File: config.mk
export PLATFORM = sky130hd
export DESIGN_NAME = svg_cordic
export DESIGN_NICKNAME = d
export VERILOG_FILES = /design/src/hdl/svg_pkg.sv /design/src/hdl/svg_cordic.sv
export SDC_FILE = /design/constraint.sdc
export NUM_CORES = 2
export LEC_CHECK = 0
export ABC_CLOCK_PERIOD_IN_PS = 10200
export BUFFER_PORTS_ARGS = -buffer_cell sky130_fd_sc_hd__buf_4
export CAP_MARGIN = 20
export CORE_MARGIN = 1.5
export CORE_UTILIZATION = 51
export DETAILED_ROUTE_END_ITERATION = 8
export HOLD_SLACK_MARGIN = 0.08
export MAX_ROUTING_LAYER = met4
export PLACE_DENSITY = 0.67
export SYNTH_ARGS = -nofsm -noshare
export SYNTH_HDL_FRONTEND = slang
export SYNTH_SLANG_ARGS = --single-unit
File: constraint.sdc
create_clock -name clk -period 10.2 [get_ports clk]
set_clock_uncertainty 0.1 [all_clocks]
set_input_delay 1.53 -clock clk [delete_from_list [all_inputs] [get_ports clk]]
set_output_delay 1.53 -clock clk [all_outputs]
set_load 0.005 [all_outputs]
File: src/hdl/svg_pkg.sv
`default_nettype none
package svg_pkg;

  localparam int MAX_STEPS_DEF     = 1024;
  localparam int CORDIC_STAGES_DEF = 16;
  localparam int ATAN_ENTRIES      = 24;

  localparam int STEP_W  = 11;
  localparam int IDX_W   = 10;
  localparam int RAD_W   = 16;
  localparam int POS_W   = 17;
  localparam int NRM_W   = 16;
  localparam int PHASE_W = 32;
  localparam int TRIG_W  = 32;
  // CORDIC datapath carries one guard bit above the Q30 trig range
  localparam int CW      = 33;

  localparam int DIV_BITS   = 2;
  localparam int DIV_STAGES = PHASE_W / DIV_BITS;

  localparam logic signed [CW-1:0] CORDIC_GAIN_Q30 = 33'sd652032874;
  localparam logic signed [CW-1:0] QUARTER_TURN    = 33'sd1073741824;
  localparam logic signed [CW-1:0] HALF_TURN       = 33'sd2147483648;

  localparam logic [PHASE_W-1:0] ATAN_TABLE [ATAN_ENTRIES] = '{
    32'd536870912, 32'd316933406, 32'd167458907, 32'd85004756,
    32'd42667331,  32'd21354465,  32'd10679838,  32'd5340245,
    32'd2670163,   32'd1335087,   32'd667544,    32'd333772,
    32'd166886,    32'd83443,     32'd41722,     32'd20861,
    32'd10430,     32'd5215,      32'd2608,      32'd1304,
    32'd652,       32'd326,       32'd163,       32'd81
  };

  typedef enum logic [1:0] {
    REG_RADIUS    = 2'd0,
    REG_LAT_STEPS = 2'd1,
    REG_LON_STEPS = 2'd2
  } cfg_reg_t;

endpackage
`default_nettype wire

File: src/hdl/svg_cordic.sv
`default_nettype none
module svg_cordic #(
  parameter int N_IT = svg_pkg::CORDIC_STAGES_DEF
) (
  input  wire logic                              clk,
  input  wire logic                              en,
  input  wire logic        [svg_pkg::PHASE_W-1:0] phase,
  output      logic signed [svg_pkg::TRIG_W-1:0]  cos_o,
  output      logic signed [svg_pkg::TRIG_W-1:0]  sin_o
);

  logic signed [svg_pkg::CW-1:0] x_r [N_IT+1];
  logic signed [svg_pkg::CW-1:0] y_r [N_IT+1];
  logic signed [svg_pkg::CW-1:0] z_r [N_IT+1];
  logic                          flip_r [N_IT+1];
  logic signed [svg_pkg::TRIG_W-1:0] cos_r;
  logic signed [svg_pkg::TRIG_W-1:0] sin_r;

  logic signed [svg_pkg::CW-1:0] z0_nxt;
  logic                          flip_nxt;

  // fold the phase to within a quarter turn, flipping signs on a half turn
  always_comb begin
    logic signed [svg_pkg::CW-1:0] zs;
    zs       = {phase[svg_pkg::PHASE_W-1], phase};
    z0_nxt   = zs;
    flip_nxt = 1'b0;
    if (zs >= svg_pkg::QUARTER_TURN) begin
      z0_nxt   = zs - svg_pkg::HALF_TURN;
      flip_nxt = 1'b1;
    end else if (zs < -svg_pkg::QUARTER_TURN) begin
      z0_nxt   = zs + svg_pkg::HALF_TURN;
      flip_nxt = 1'b1;
    end
  end

  always_ff @(posedge clk) begin
    if (en) begin
      x_r[0]    <= svg_pkg::CORDIC_GAIN_Q30;
      y_r[0]    <= '0;
      z_r[0]    <= z0_nxt;
      flip_r[0] <= flip_nxt;
    end
  end

  for (genvar i = 0; i < N_IT; i++) begin : g_iter
    logic signed [svg_pkg::CW-1:0] x_nxt;
    logic signed [svg_pkg::CW-1:0] y_nxt;
    logic signed [svg_pkg::CW-1:0] z_nxt;

    always_comb begin
      logic signed [svg_pkg::CW-1:0] xs;
      logic signed [svg_pkg::CW-1:0] ys;
      logic signed [svg_pkg::CW-1:0] ang;
      xs  = x_r[i] >>> i;
      ys  = y_r[i] >>> i;
      ang = signed'({1'b0, svg_pkg::ATAN_TABLE[i]});
      if (!z_r[i][svg_pkg::CW-1]) begin
        x_nxt = x_r[i] - ys;
        y_nxt = y_r[i] + xs;
        z_nxt = z_r[i] - ang;
      end else begin
        x_nxt = x_r[i] + ys;
        y_nxt = y_r[i] - xs;
        z_nxt = z_r[i] + ang;
      end
    end

    always_ff @(posedge clk) begin
      if (en) begin
        x_r[i+1]    <= x_nxt;
        y_r[i+1]    <= y_nxt;
        z_r[i+1]    <= z_nxt;
        flip_r[i+1] <= flip_r[i];
      end
    end
  end

  always_ff @(posedge clk) begin
    if (en) begin
      if (flip_r[N_IT]) begin
        cos_r <= svg_pkg::TRIG_W'(-x_r[N_IT]);
        sin_r <= svg_pkg::TRIG_W'(-y_r[N_IT]);
      end else begin
        cos_r <= svg_pkg::TRIG_W'(x_r[N_IT]);
        sin_r <= svg_pkg::TRIG_W'(y_r[N_IT]);
      end
    end
  end

  assign cos_o = cos_r;
  assign sin_o = sin_r;

endmodule
`default_nettype wire

## Word level (Yosys, flattened, before mapping)

Memory sizes are Yosys's and may differ from the RTL's.
Cells that the tools add are included.

| cells by class | value |
|---|---|
| add/subtract/negate cells | 99 |
| $mul | 0 |
| div/mod/pow operators | 0 |
| order comparisons | 2 |
| equal/unequal tests | 0 |
| shift-type cells | 0 |
| muxes and demuxes | 56 |
| bitwise logic cells | 0 |
| reduce and logical (&&, ||, !) cells | 0 |

Operator list:

| operator | count |
|---|---|
| $mux 33 | 50 |
| $add 33x18->33 | 2 |
| $add 33x19->33 | 2 |
| $add 33x20->33 | 2 |
| $add 33x21->33 | 2 |
| $add 33x22->33 | 2 |
| $add 33x23->33 | 2 |
| $add 33x24->33 | 2 |
| $add 33x25->33 | 2 |
| $add 33x26->33 | 2 |
| $add 33x27->33 | 2 |
| $add 33x28->33 | 2 |
| $add 33x29->33 | 2 |
| $add 33x30->33 | 2 |
| $add 33x31->33 | 2 |
| $add 33x32->33 | 2 |
| $sub 33x18->33 | 2 |
| $sub 33x19->33 | 2 |
| $sub 33x20->33 | 2 |
| $sub 33x21->33 | 2 |
| $sub 33x22->33 | 2 |
| $sub 33x23->33 | 2 |
| $sub 33x24->33 | 2 |
| $sub 33x25->33 | 2 |
| other kinds (48) | 61 |

| word-level totals | value |
|---|---|
| register bits | 64 |
| bits in latches | 0 |
| bits in writable memories | 1700 |
| ROM bits | 0 |
| input port bits | 34 |
| output and inout bits | 64 |
| word-level logic and storage cells | 163 |
| memories | 4 |

Memory list:

| name | words | width | rd ports | clocked after Yosys merged registers in | write ports | line | text |
|---|---|---|---|---|---|---|---|
| x_r | 17 | 33 | 17 | 0 | 17 | svg_cordic.sv:12 | `logic signed [svg_pkg::CW-1:0] x_r [N_IT+1];` |
| y_r | 17 | 33 | 17 | 0 | 17 | svg_cordic.sv:13 | `logic signed [svg_pkg::CW-1:0] y_r [N_IT+1];` |
| z_r | 17 | 33 | 16 | 0 | 17 | svg_cordic.sv:14 | `logic signed [svg_pkg::CW-1:0] z_r [N_IT+1];` |
| flip_r | 17 | 1 | 17 | 0 | 17 | svg_cordic.sv:15 | `logic flip_r [N_IT+1];` |

## Depth between registers and ports, before layout

| depth | value |
|---|---|
| word-level depth | 3 |
| gate-level depth with buffers | 20 |
| mapped depth without buffers | 20 |

## Least setup slack after synthesis

No wires, ideal clock.

| timing | value |
|---|---|
| path type | reg2reg |
| start | memory y_r[0][207] (netlist name) |
| end | memory x_r[7][32] (netlist name) (data pin) |
| library setup time | 259 ps |
| arrival time | 4300 ps |
| required time | 9841 ps |
| path slack | 5541 ps |
| cell stages (with the launch flop) | 20 |
| buffers on the path | 0 |
| period minus slack after synthesis | 4659 ps |
| cells stage by stage | edfxtp_1 -> or4_1 -> nor4_1 -> nand2_1 -> nor2_1 -> nand2_1 -> nor3_1 -> a21oi_1 -> xor2_1 -> ha_1 -> a21o_1 -> a21oi_1 -> inv_1 -> a2111oi_0 -> o21a_1 -> nor3_1 -> a221oi_1 -> o2111ai_1 -> a21oi_1 -> xnor2_1 |

RTL lines:

| what | line |
|---|---|
| from (decl) | svg_cordic.sv:13 |
| to (decl) | svg_cordic.sv:12 |

==> key figures <==
STA
  • # setup viols final: 0
  • Max-slew headroom: 0.238
  • Final critical-path required period: 5.55 ns
  • Max Freq: 0.180 GHz
  • Unrepaired setup endpoints after global routing: no
  • Fin. Hold Viols: 0
  • Worst-margin pin slew: 1.14 ns
  • Period utilization: 0.544
  • Slew Limit Fails: 0
  • Setup_tns: 0 ns

Place
  • PortBufs: 97
  • HPWL Detailed: 261 mm
  • Gpl congestion: 0.960
  • Cell total after placement: 15847
  • Placed Area: 129000 sq um

Routing
  • Vias post-DR: 97201
  • DRT antenna net count: 0
  • # DRC: 0
  • DR iter-0 viols: 6920
  • WL final: 331 mm
  • Vias per cell: 6.01
  • Routed length per instance: 20.5 um
  • DR pass1 iterations: 5

Logic synthesis
  • Syn nets: 14118
  • Async S/R FF share, synth: 0
  • Synth Flop Type: edfxtp_1
  • Post-synth EDFFs: 1540
  • Mapped Avg Cell Area: 9.82 sq um
  • Most common cell in the netlist: edfxtp_1
  • Leading area contributor after synthesis: edfxtp_1
  • Synthesized area: 124000 sq um
  • Synth unique cells: 101
  • Synth top area cells: edfxtp_1 (37%), ha_1 (14%), xnor2_1 (8.6%), a21oi_1 (5.5%), xor2_1 (4.2%)
  • Syn Inst Count: 12671
  • Synth cell count leaders: edfxtp_1 (1540), ha_1 (1369), a21oi_1 (1358)
  • Synth warn: 0
  • Share of the synthesized area in the top cell type: 0.371
  • Sequential fraction of the synthesis area: 0.371
  • Yosys reg bits: 1540

Final layout
  • Core Util, Final: 0.554
  • FF+latch area: 46200 sq um
  • # fillers: 21148
  • Final Non-Filler Cells: 16166
  • Layout cells sized above 1: 0.0462
  • Final Cell Area: 135000 sq um
  • NumNets Final: 14274
  • Multi-input logic area: 75600 sq um
  • Layout area overhead: 8.24%

Die
  • Initial Util: 0.512
  • Die area: 247000 sq um
  • Core ar.: 243000 sq um
  • I/O Pins: 98
  • Site row count: 181
  • Die W: 497 um
  • Die Y: 497 um

Setup path
  • Largest stage delay, worst path: 0.80 ns
  • Setup crit end kind: register
  • Arr. time, crit path: 6.00 ns
  • Slowest cell on the critical path: inv_1
  • Max Fanout on Critical Path: 26
  • CP dominant cell by count: o21ai_0
  • Crit Path Class: register to register
  • Critical Path, Cell by Cell: buf_4 -> inv_1 -> o41ai_1 -> xnor2_1 -> ha_1 -> and3_1 -> a221oi_1 -> o21ai_0 -> nor4_1 -> o41ai_1 -> o21ai_1 -> o21ai_0 -> or4_1 -> o21ai_0 -> xnor2_1
  • Critical Path RT: 10.65 ns
  • Startpoint types: register

Clocking
  • CTS tree: built
  • Root buffer cell: clkbuf_16
  • Clock Tree Buf Depth: 3
  • Post CTS Setup Buffer Count: 0
  • Clock transition at the registers of the reported paths: 0.06 ns
  • Cts bufs inserted: 176
  • Worst-skew pair later-pin latency: 0.81 ns
  • H-tree depth: 4
  • Hold bufs inserted after CTS: 0
  • Cts repair resizes: 0
  • CTS Sinks: 1540

GRT
  • Vias in the first global route: 93216
  • First-pass GRT wire length: 517 mm
  • Largest net degree at the start of global routing: 176
  • Total GRT Usage: 0.267
  • Initial antenna violation count: 1
  • Grt ovf: 0

Hold path
  • Hold WC Path Type: register to register

Job
  • Max Cap Viol: 0

Outcome
  • Status: finished clean
[cells in the final DEF (no fill, tap or decap), types with 164 or more instances in the layout]
cell type and count:
a21o_1 684, nor3_1 321, ha_1 1369, o21a_1 200, o21bai_1 164, clkbuf_16 179, xnor2_1 1221, xor2_1 599
inv_1 518, o21ai_0 620, a21oi_1 1358, edfxtp_1 1540, nand2_1 548, nand3_1 204, nand2b_1 173, nor2_1 1077
[state kept, by name (all words and copies together) (netlist names)]
register  cells
sin_o        32
x_r         469
flip_r       17
y_r         495
z_r         495
cos_o        32
[cell families (layout without fill, tap and decap cells)]
family	after synthesis	after routing	synth area share
buf+inv	697	989	0.0211
compound gates	3926	3926	0.201
fa+ha+maj	1413	1413	0.145
other cells	0	1	0
xor+xnor	1821	1821	0.128
mux	115	115	0.00976
flops	1540	1540	0.371
simple gates	3159	3159	0.124
[routing by layer]
metal | vias up | global-route usage | part of all wire
met5 | - | - | 0
met4 | 0 | 0.0847 | 0.033
met3 | 550 | 0.0263 | 0.041
met2 | 2231 | 0.440 | 0.48
met1 | 46768 | 0.345 | 0.45
li1 | 47652 | - | -
[stage by stage]
step | setup slack (ns) | hold WS, ns
after CTS | 4.77 | 0.315
after global placement | 4.65 | 0.301
after floorplan | 5.54 | 0.300
after global routing | 4.15 | 0.322
final | 4.65 | 0.315
after detailed placement | 4.79 | 0.305
[final timing paths]
path	from	end	slack, ns	cells past startpoint
setup / recovery	z_r[0][461]	x_r[14][31]	4.65	15
hold / removal	flip_r[0][15]	flip_r[0][16]	0.31	0
hold reg to reg	flip_r[0][15]	flip_r[0][16]	0.31	0
setup reg to reg	z_r[0][461]	x_r[14][31]	4.65	15
[cell type report]
type	instances	share of cell area
multi-input cells	10434	0.561
flip-flops and latches	1540	0.343
clock buffers	208	0.0341
well taps	3202	0.0297
inverters	520	0.0145
repair buffers	155	0.00999
clock inverters	106	0.00726
diodes	1	0.0000186
[critical path: cells and delay by family (launching register included)]
kind                       cells  cell delay, ns
xor gates and xnor gates       2            0.29
adders and majority gates      1            0.35
and+or+nand+nor                3            1.38
AOI/OAI and AO/OA              7            1.76
DFF                            1            0.36
buffers and inverters          2            1.02
Power is left out: the tool's default activity adds up to more than one toggle a clock period on the data nets, which glitch-free logic cannot reach.
