### config.mk
export PLATFORM = sky130hd
export DESIGN_NAME = svg_div
export DESIGN_NICKNAME = d
export VERILOG_FILES = /design/src/hdl/svg_pkg.sv /design/src/hdl/svg_div.sv
export SDC_FILE = /design/constraint.sdc
export NUM_CORES = 1
export LEC_CHECK = 0
export ABC_AREA = 0
export BUFFER_PORTS_ARGS = -buffer_cell sky130_fd_sc_hd__buf_2
export CORE_UTILIZATION = 60
export DETAILED_ROUTE_END_ITERATION = 6
export GPL_TIMING_DRIVEN = 0
export PLACE_DENSITY = 0.77
export SYNTH_ARGS = -nofsm -noshare
export SYNTH_HDL_FRONTEND = slang
export SYNTH_SLANG_ARGS = --single-unit
### constraint.sdc
create_clock -name clk -period 14.2 [get_ports clk]
set_clock_uncertainty 0.1 [all_clocks]
set_input_delay 0 -clock clk [delete_from_list [all_inputs] [get_ports clk]]
set_output_delay 0 -clock clk [all_outputs]
set_load 0.01 [all_outputs]
### src/hdl/svg_pkg.sv
`default_nettype none
package svg_pkg;

  localparam int MAX_STEPS_DEF     = 1024;
  localparam int CORDIC_STAGES_DEF = 16;
  localparam int ATAN_ENTRIES      = 24;

  localparam int STEP_W  = 11;
  localparam int IDX_W   = 10;
  localparam int RAD_W   = 16;
  localparam int POS_W   = 17;
  localparam int NRM_W   = 16;
  localparam int PHASE_W = 32;
  localparam int TRIG_W  = 32;
  // CORDIC datapath carries one guard bit above the Q30 trig range
  localparam int CW      = 33;

  localparam int DIV_BITS   = 2;
  localparam int DIV_STAGES = PHASE_W / DIV_BITS;

  localparam logic signed [CW-1:0] CORDIC_GAIN_Q30 = 33'sd652032874;
  localparam logic signed [CW-1:0] QUARTER_TURN    = 33'sd1073741824;
  localparam logic signed [CW-1:0] HALF_TURN       = 33'sd2147483648;

  localparam logic [PHASE_W-1:0] ATAN_TABLE [ATAN_ENTRIES] = '{
    32'd536870912, 32'd316933406, 32'd167458907, 32'd85004756,
    32'd42667331,  32'd21354465,  32'd10679838,  32'd5340245,
    32'd2670163,   32'd1335087,   32'd667544,    32'd333772,
    32'd166886,    32'd83443,     32'd41722,     32'd20861,
    32'd10430,     32'd5215,      32'd2608,      32'd1304,
    32'd652,       32'd326,       32'd163,       32'd81
  };

  typedef enum logic [1:0] {
    REG_RADIUS    = 2'd0,
    REG_LAT_STEPS = 2'd1,
    REG_LON_STEPS = 2'd2
  } cfg_reg_t;

endpackage
`default_nettype wire

### src/hdl/svg_div.sv
`default_nettype none
module svg_div (
  input  wire logic                       clk,
  input  wire logic                       en,
  input  wire logic [svg_pkg::STEP_W-1:0]  hi,
  input  wire logic [svg_pkg::PHASE_W-1:0] lo,
  input  wire logic [svg_pkg::STEP_W-1:0]  den,
  output      logic [svg_pkg::PHASE_W-1:0] quo
);

  logic [svg_pkg::STEP_W-1:0]  rem_r  [svg_pkg::DIV_STAGES];
  logic [svg_pkg::PHASE_W-1:0] word_r [svg_pkg::DIV_STAGES];

  // Restoring division: dividend bits shift out of the top of word while
  // quotient bits shift in at the bottom.
  for (genvar s = 0; s < svg_pkg::DIV_STAGES; s++) begin : g_stage
    logic [svg_pkg::STEP_W-1:0]  rem_in;
    logic [svg_pkg::STEP_W-1:0]  rem_nxt;
    logic [svg_pkg::PHASE_W-1:0] word_in;
    logic [svg_pkg::PHASE_W-1:0] word_nxt;

    if (s == 0) begin : g_first
      assign rem_in  = hi;
      assign word_in = lo;
    end else begin : g_next
      assign rem_in  = rem_r[s-1];
      assign word_in = word_r[s-1];
    end

    always_comb begin
      logic [svg_pkg::STEP_W:0] trial;
      rem_nxt  = rem_in;
      word_nxt = word_in;
      trial    = '0;
      for (int b = 0; b < svg_pkg::DIV_BITS; b++) begin
        trial    = {rem_nxt, word_nxt[svg_pkg::PHASE_W-1]};
        word_nxt = {word_nxt[svg_pkg::PHASE_W-2:0], 1'b0};
        if (trial >= {1'b0, den}) begin
          trial       = trial - {1'b0, den};
          word_nxt[0] = 1'b1;
        end
        rem_nxt = trial[svg_pkg::STEP_W-1:0];
      end
    end

    always_ff @(posedge clk) begin
      if (en) begin
        rem_r[s]  <= rem_nxt;
        word_r[s] <= word_nxt;
      end
    end
  end

  assign quo = word_r[svg_pkg::DIV_STAGES-1];

endmodule
`default_nettype wire

### Word-level counts from Yosys, hierarchy flattened

Memory sizes are Yosys's and may differ from the RTL's.
Index checks and enable logic that the tools add are counted.

| operators by class | value |
|---|---|
| add/subtract/negate cells | 32 |
| order comparisons | 32 |
| muxes and demuxes | 66 |

Operators by type and width:

| cell | count |
|---|---|
| $ge A12 B11 Y1 | 32 |
| $mux W11 | 32 |
| $sub A11 B11 Y11 | 32 |
| $mux W1 | 34 |

| word-level totals | value |
|---|---|
| register bits | 0 |
| RAM bits | 688 |
| bits of input ports | 56 |
| output and inout port bits | 32 |
| logic and storage cells | 132 |
| memories | 2 |

Memory list:

| memory | words | width | rd ports | clocked after Yosys merged registers in | wr ports | line | source |
|---|---|---|---|---|---|---|---|
| word_r | 16 | 32 | 16 | 0 | 16 | svg_div.sv:12 | `logic [svg_pkg::PHASE_W-1:0] word_r [svg_pkg::DIV_STAGES];` |
| rem_r | 16 | 11 | 15 | 0 | 16 | svg_div.sv:11 | `logic [svg_pkg::STEP_W-1:0] rem_r [svg_pkg::DIV_STAGES];` |

### Depth between registers and ports, before layout

Gate-level depths: netlist (run 1).
An unclocked memory read counts as a cell.

| depth | value |
|---|---|
| word-level depth | 5 |
| depth in mapped cells | 21 |
| gate-level depth less buffers | 19 |

### Worst setup path after synthesis (run 1)

No wires, ideal clock.

| timing | value |
|---|---|
| path type | input to register |
| start | input den[2] in the netlist's numbering |
| end | memory rem_r[1][14] in the netlist's numbering (data pin) |
| library setup time | 0.262 ns |
| arrival time | 4.404 ns |
| required time | 13.838 ns |
| setup slack | 9.434 ns |
| stages | 18 |
| buffers on the path | 2 |
| cells stage by stage | inv_1 -> ha_1 -> and2b_1 -> o22ai_2 -> a21oi_1 -> a211oi_1 -> or2_2 -> buf_2 -> mux2_2 -> ha_1 -> and3_1 -> a21oi_1 -> nand3_1 -> nand2_1 -> a211oi_1 -> a2111oi_4 -> buf_6 -> mux2_1 |

RTL lines:

| what | line | source |
|---|---|---|
| from (decl) | svg_div.sv:7 | `input wire logic [svg_pkg::STEP_W-1:0] den,` |
| to (decl) | svg_div.sv:11 |  |

==> results of run 1 <==
[flip-flops by register name, summed over array words and instances, names as in the netlist]
name / flops
rem_r: 165
word_r: 512
[cell families (layout without fill, tap and decap cells)]
logic type / Yosys count / after routing / synth area share [%]
flip-flops: 677 / 677 / 50.0
XOR/XNOR: 230 / 230 / 4.95
multiplexers: 319 / 319 / 8.89
buffers and inverters: 242 / 557 / 2.47
adder cells (fa/ha/maj): 383 / 383 / 12.3
AO/OA/AOI/OAI: 638 / 638 / 11.4
AND/OR/NAND/NOR: 775 / 775 / 9.94
[critical path, cell delays in order]
cell and delay, ns:
buf_2 0.83, ha_1 0.35, fa_1 0.22, nor2b_1 0.07, o22ai_1 0.25, a21boi_0 0.17, o21ai_0 0.28, a22o_1 0.30
buf_2 0.31, mux2_2 0.39, inv_1 0.06, ha_1 0.27, nor2b_1 0.17, o2111ai_1 0.25, nand4_1 0.16, nand2_1 0.13
a211oi_1 0.12, a2111oi_4 0.47, buf_6 0.23, mux2_1 0.37, dlygate4sd3_1 0.58
[final cells by class]
| class | instances | share of cell area [%] |
|---|---|---|
| clock inverter | 40 | 0.889 |
| timing repair buffer | 183 | 3.49 |
| buffer | 48 | 0.586 |
| tap | 873 | 2.39 |
| multi-input combinational | 2345 | 42.3 |
| inverter | 194 | 1.61 |
| clock buffer | 92 | 4.24 |
| sequential | 677 | 44.5 |
[metal layers]
layer | vias to the layer above | global-route usage [%] | share of wire [%]
met5 | - | 0 | 0
met2 | 748 | 41.2 | 48
met3 | 212 | 3.65 | 4.6
met4 | 0 | 10.4 | 3.6
met1 | 13100 | 30.4 | 43
li1 | 13100 | - | -
[path summary, 6_finish.rpt]
| check | from | endpoint | depth (start not counted) |
|---|---|---|---|
| worst min register to register | word_r[1][201]$_DFFE_PP_ | word_r[1][235]$_DFFE_PP_ | 0 |
| worst max-delay path | den[0] | rem_r[0][6]$_DFFE_PP_ | 21 |
| worst min-delay path | hi[10] | word_r[0][1]$_DFFE_PP_ | 5 |
| worst max register to register | word_r[1][31]$_DFFE_PP_ | rem_r[1][18]$_DFFE_PP_ | 19 |
[through the flow]
| stage | util (%) | cells |
|---|---|---|
| 2_1_floorplan | - | 3264 |
| 3_3_place_gp | 62.9 | 4224 |
| 3_5_place_dp | 63.4 | 4239 |
| 4_1_cts | 68.1 | 4452 |
| 5_1_grt | 68.1 | 4452 |
| 6_report | 68.1 | 4452 |
[cells in the final DEF (no fill, tap or decap), types with 31 or more instances in the layout]
cell / synthesis / layout
mux2_1: 38 / 38
clkbuf_16: 0 / 75
mux2i_1: 82 / 82
nor3_1: 94 / 94
o21ai_0: 95 / 95
clkbuf_1: 16 / 33
mux2_4: 34 / 34
inv_1: 186 / 176
xor2_1: 82 / 82
nand2_1: 105 / 105
buf_2: 16 / 101
nor4_1: 36 / 36
nor2b_1: 56 / 56
xnor2_1: 148 / 148
dlygate4sd3_1: 0 / 81
nor2_1: 213 / 213
nand4_1: 56 / 56
ha_1: 352 / 352
fa_1: 31 / 31
nand3_1: 42 / 42
a21o_1: 52 / 52
mux2_2: 165 / 165
a21oi_1: 158 / 158
edfxtp_1: 677 / 677
==> metrics.yaml, run 1 <==
drc: 0
r2r_slack_ns: 8.52
grt_overflow: 0
synth.most_common_cell: "edfxtp_1"
place_ws_ns: 8.02
yosysUniqueCellTypes: 79
die_x_microns: 262
synth.net_count: 3703
post_cts_buffers: 0
ys_ff_latch: 677
post_drt_wl_per_cell_microns: 18.7
grt_use_total_pct: 24.0
final_area_sq_mm: 0.0457
grt_pass1_vias: 27300
timing.hold.ws_ns: 0.0890
die_h_microns: 262
clockBufferDepth: 3
finalSetupViolCount: 0
grt_pass1_wl_mm: 135
hold_path_class: "in -> reg"
avgSynthCellArea_sq_um: 12.5
drtPass1Iterations: 6
synth_edf_count: 677
slew_headroom_pct: 23.5
grt_setup_unrepaired: "no"
antenna_found_initial: 0
drive_above_1_share_pct: 14.7
ys_async_sr_fraction_pct: 0
endpoint_kind: "flop"
cp-start-kind: "input port"
maxCapViolations: 0
cts_buffers: 74
rows: 95
dpl-instance-area_sq_mm: 0.0426
area_growth_syn_to_layout_pct: 12.4
core-area_sq_mm: 0.0672
final_nets: 3962
regArea_sq_mm: 0.0203
clk_pin_slew_worst_paths_ns: 0.06
synth_area_leaders: "edfxtp_1, ha_1, mux2_2"
ctsHoldBuffers: 81
post-route-period-util_pct: 40.4
dieArea_sq_mm: 0.0689
setup_tns_ns: 0
worst_slack_ns: 8.46
multi_input_area_sq_mm: 0.0194
synth_ff_type: "edfxtp_1"
grt_max_degree: 136
routed_wl_mm: 83.2
hold_viol_final: 0
io_pins: 88
ctsResizeCount: 0
initial_core_util_pct: 60.6
postRouteAntennaNets: 0
worstPathArrival_ns: 6.01
yosys.area.top_type_share_pct: 50.0
insertion_delay_ns: 0.62
yosysSeqAreaShare_pct: 50.0
ys_warn_count: 0
numClockSinks: 677
timing.fmax_mhz: 174
postSynthCellCount: 3264
status: "finished clean"
crit_required_ns: 14.47
min_period_ns: 5.74
drv_slew: 0
syn_area_sq_mm: 0.0407
cp_max_fo: 32
antenna_cells: 0
gp_congestion: 0.880
yosys-top-cells-count: "edfxtp_1, ha_1, nor2_1, inv_1, mux2_2"
cts-root-buf: "clkbuf_16"
tightest_slew_ns: 1.15
port_buffers: 87
yosys.area.top_type: "edfxtp_1"
cts_tree: "done"
viasPerCell: 6.11
hpwl_mm: 56.8
ctsHtreeMaxLevel: 3
drt_iter0_markers: 1649
n_fill_cell: 4694
vias: 27200
worst-setup-path-type: "in -> reg"
Power of run 1 is left out: the tool's default activity adds up to more than one toggle a clock period on the data nets, which glitch-free logic cannot reach.
==> run 2, diff against run 1 <==
--- a/config.mk
+++ b/config.mk
@@ -5,7 +5,7 @@
 export SDC_FILE = /design/constraint.sdc
 export NUM_CORES = 1
 export LEC_CHECK = 0
-export ABC_AREA = 0
+export ABC_AREA = 1
 export BUFFER_PORTS_ARGS = -buffer_cell sky130_fd_sc_hd__buf_2
 export CORE_UTILIZATION = 60
 export DETAILED_ROUTE_END_ITERATION = 6
==> constraint.sdc (replaced) <==
create_clock -name clk -period 5.8 [get_ports clk]
set_clock_uncertainty 0.1 [all_clocks]
set_input_delay 0 -clock clk [delete_from_list [all_inputs] [get_ports clk]]
set_output_delay 0 -clock clk [all_outputs]
set_load 0.01 [all_outputs]
==> run 2 against run 1 <==
Net effect:
- via count is 18% higher
- design area is 4.0% higher
- highest routed layer unchanged
- die area is 4.2% higher
- worst setup slack worse by 7.3 ns
- largest cell class unchanged
- synthesized cell count is 44% higher
==> metrics.yaml, run 2 <==
slew_headroom_pct: 4.21  # -19 points
viasPerCell: 5.36  # -12%
post_drt_wl_per_cell_microns: 15.1  # -19%
clk_pin_slew_worst_paths_ns: 0.06  # about the same
numClockSinks: 677  # unchanged
ys_async_sr_fraction_pct: 0  # unchanged
cp_max_fo: 17  # -47%
io_pins: 88  # unchanged
insertion_delay_ns: 0.62  # about the same
ys_ff_latch: 677  # unchanged
vias: 32000  # +18%
synth.most_common_cell: "nand2_1"
drtPass1Iterations: 5  # -1
ctsResizeCount: 0  # unchanged
yosys.area.top_type: "edfxtp_1"
grt_pass1_vias: 30500  # +12%
drive_above_1_share_pct: 7.88  # -6.8 points
area_growth_syn_to_layout_pct: 12.2
synth.net_count: 5144  # +39%
final_common_cell: "nand2_1"
finalSetupViolCount: 0  # unchanged
drv_slew: 0  # unchanged
hpwl_mm: 62.7  # +10%
timing.hold.ws_ns: 0.0338  # -0.0553 ns
antenna_found_initial: 0  # unchanged
post-route-util_pct: 67.9  # -0.18 points
crit_required_ns: 6.18  # -8.29 ns
routed_wl_mm: 90.2  # +8.4%
core-area_sq_mm: 0.0700  # +4.3%
setup_tns_ns: 0  # unchanged
syn_area_sq_mm: 0.0424  # +4.2%
yosys.area.top_type_share_pct: 48.0  # -2.0 points
final_cell_mix: "nand2_1, edfxtp_1, inv_1"
endpoint_kind: "flop"
postRouteAntennaNets: 0  # unchanged
cts_tree: "done"
cts-root-buf: "clkbuf_16"
postSynthCellCount: 4705  # +44%
port_buffers: 87  # unchanged
regMostFlops: "word_r"
synth_edf_count: 677  # unchanged
die_x_microns: 268  # +2.1%
grt_use_total_pct: 25.6  # +1.6 points
cts_buffers: 73  # -1.4%
n_fill_cell: 5432  # +16%
timing.fmax_mhz: 215
yosysUniqueCellTypes: 43  # -46%
rows: 97  # +2.1%
avgSynthCellArea_sq_um: 9.01  # -28%
ys_warn_count: 0  # unchanged
dieArea_sq_mm: 0.0717  # +4.2%
min_period_ns: 4.64
grt_pass1_wl_mm: 147  # +8.7%
post_cts_buffers: 0  # unchanged
yosysSeqAreaShare_pct: 48.0  # -2.0 points
die_h_microns: 268  # +2.1%
ctsHtreeMaxLevel: 3  # unchanged
largest_reg_flops: 512  # unchanged
hold_viol_final: 0  # unchanged
worstPathArrival_ns: 5.03  # -0.98 ns
worst-setup-path-type: "in -> reg"
synth_ff_type: "edfxtp_1"
post-route-period-util_pct: 80.1
initial_core_util_pct: 60.5  # about the same
synth_area_leaders: "edfxtp_1, nand2_1, ha_1"
grt_overflow: 0  # unchanged
yosys-top-cells-count: "nand2_1, edfxtp_1, inv_1, nor2_1, ha_1"
drc: 0  # unchanged
grt_setup_unrepaired: "no"
gp_congestion: 0.908  # +3.2%
clockBufferDepth: 3  # unchanged
tightest_slew_ns: 1.44  # +0.289 ns
maxCapViolations: 0  # unchanged
hold_path_class: "in -> reg"
cp-start-kind: "input port"
status: "finished clean"
grt_max_degree: 134  # -1.5%
ctsHoldBuffers: 85  # +4.9%
final_nets: 5407  # +36%
drt_iter0_markers: 2091  # +27%
largestRegisters: "word_r (512), rem_r (165)"
-- run 2: cell count changes after synthesis, sizes merged, moves of 40 or more --
cell / change
nand2: +1437
inv: +360
mux2: -237
nand3: +193
nor2: +168
xnor2: -87
a21oi: +82
mux2i: -82
nor3: -69
xor2: +58
nand4: +57
nor2b: -56
o21bai: +40
-- run 2: path summary, 6_finish.rpt --
kind	end	cells after the start	from	slack, ns
hold reg to reg	word_r[1][151]$_DFFE_PP_	0	word_r[1][117]$_DFFE_PP_	0.31
setup reg to reg	rem_r[0][34]$_DFFE_PP_	24	word_r[0][95]$_DFFE_PP_	1.55
setup / recovery	rem_r[0][6]$_DFFE_PP_	19	den[10]	1.16
hold / removal	rem_r[0][1]$_DFFE_PP_	7	hi[9]	0.03
-- run 2: logic make-up after synthesis --
family / after synthesis / synth area share, %
xor gates and xnor gates: 201 / 4.15
adders and majority gates: 383 / 11.9
and+or+nand+nor: 2376 / 23.9
AOI/OAI and AO/OA: 458 / 6.23
buffers and inverters: 610 / 5.96
DFF: 677 / 48.0
-- run 2: layer usage --
layer	GRT usage, %	wire (microns)	vias up
li1	-	-	16300
met1	33.8	39900	14700
met5	0	0	-
met3	3.38	4650	226
met4	10.2	3410	0
met2	42.8	42200	819
-- run 2: cell type report --
cell class	instances	area [sq um]	share of cell area, %
inverter	555	2080	4.38
multi-input combinational	3418	19500	41.1
clock inverter	46	387	0.813
sequential	677	20300	42.7
buffer	55	442	0.929
clock buffer	85	1940	4.07
tap	940	1180	2.47
antenna	1	2.50	0.00526
timing repair buffer	188	1660	3.50
-- run 2: through the flow --
step	worst slack (ns)	instance area, sq um	instances
after CTS	1.23	47600	5964
after global routing	0.802	47600	5964
after detailed placement	1.02	44400	5748
after global placement	-5.50	44000	5732
after floorplan	2.21	42400	4705
final	1.16	47600	5965
-- run 2: worst max-delay path, cell delays in order --
cell           delay [ns]
buf_2                0.09
inv_2                0.24
ha_1                 0.30
or2_2                0.28
dlygate4sd3_1        0.56
a21oi_2              0.12
dlygate4sd3_1        0.61
nand3_4              0.16
o21ai_0              0.54
fa_1                 0.33
nor2_1               0.07
o21ai_0              0.18
nand3_1              0.16
o21ai_0              0.30
nand2_1              0.14
nor2_4               0.20
nand2_1              0.08
dlygate4sd3_1        0.57
nand2_1              0.07
Power of run 2 is left out for the same reason.
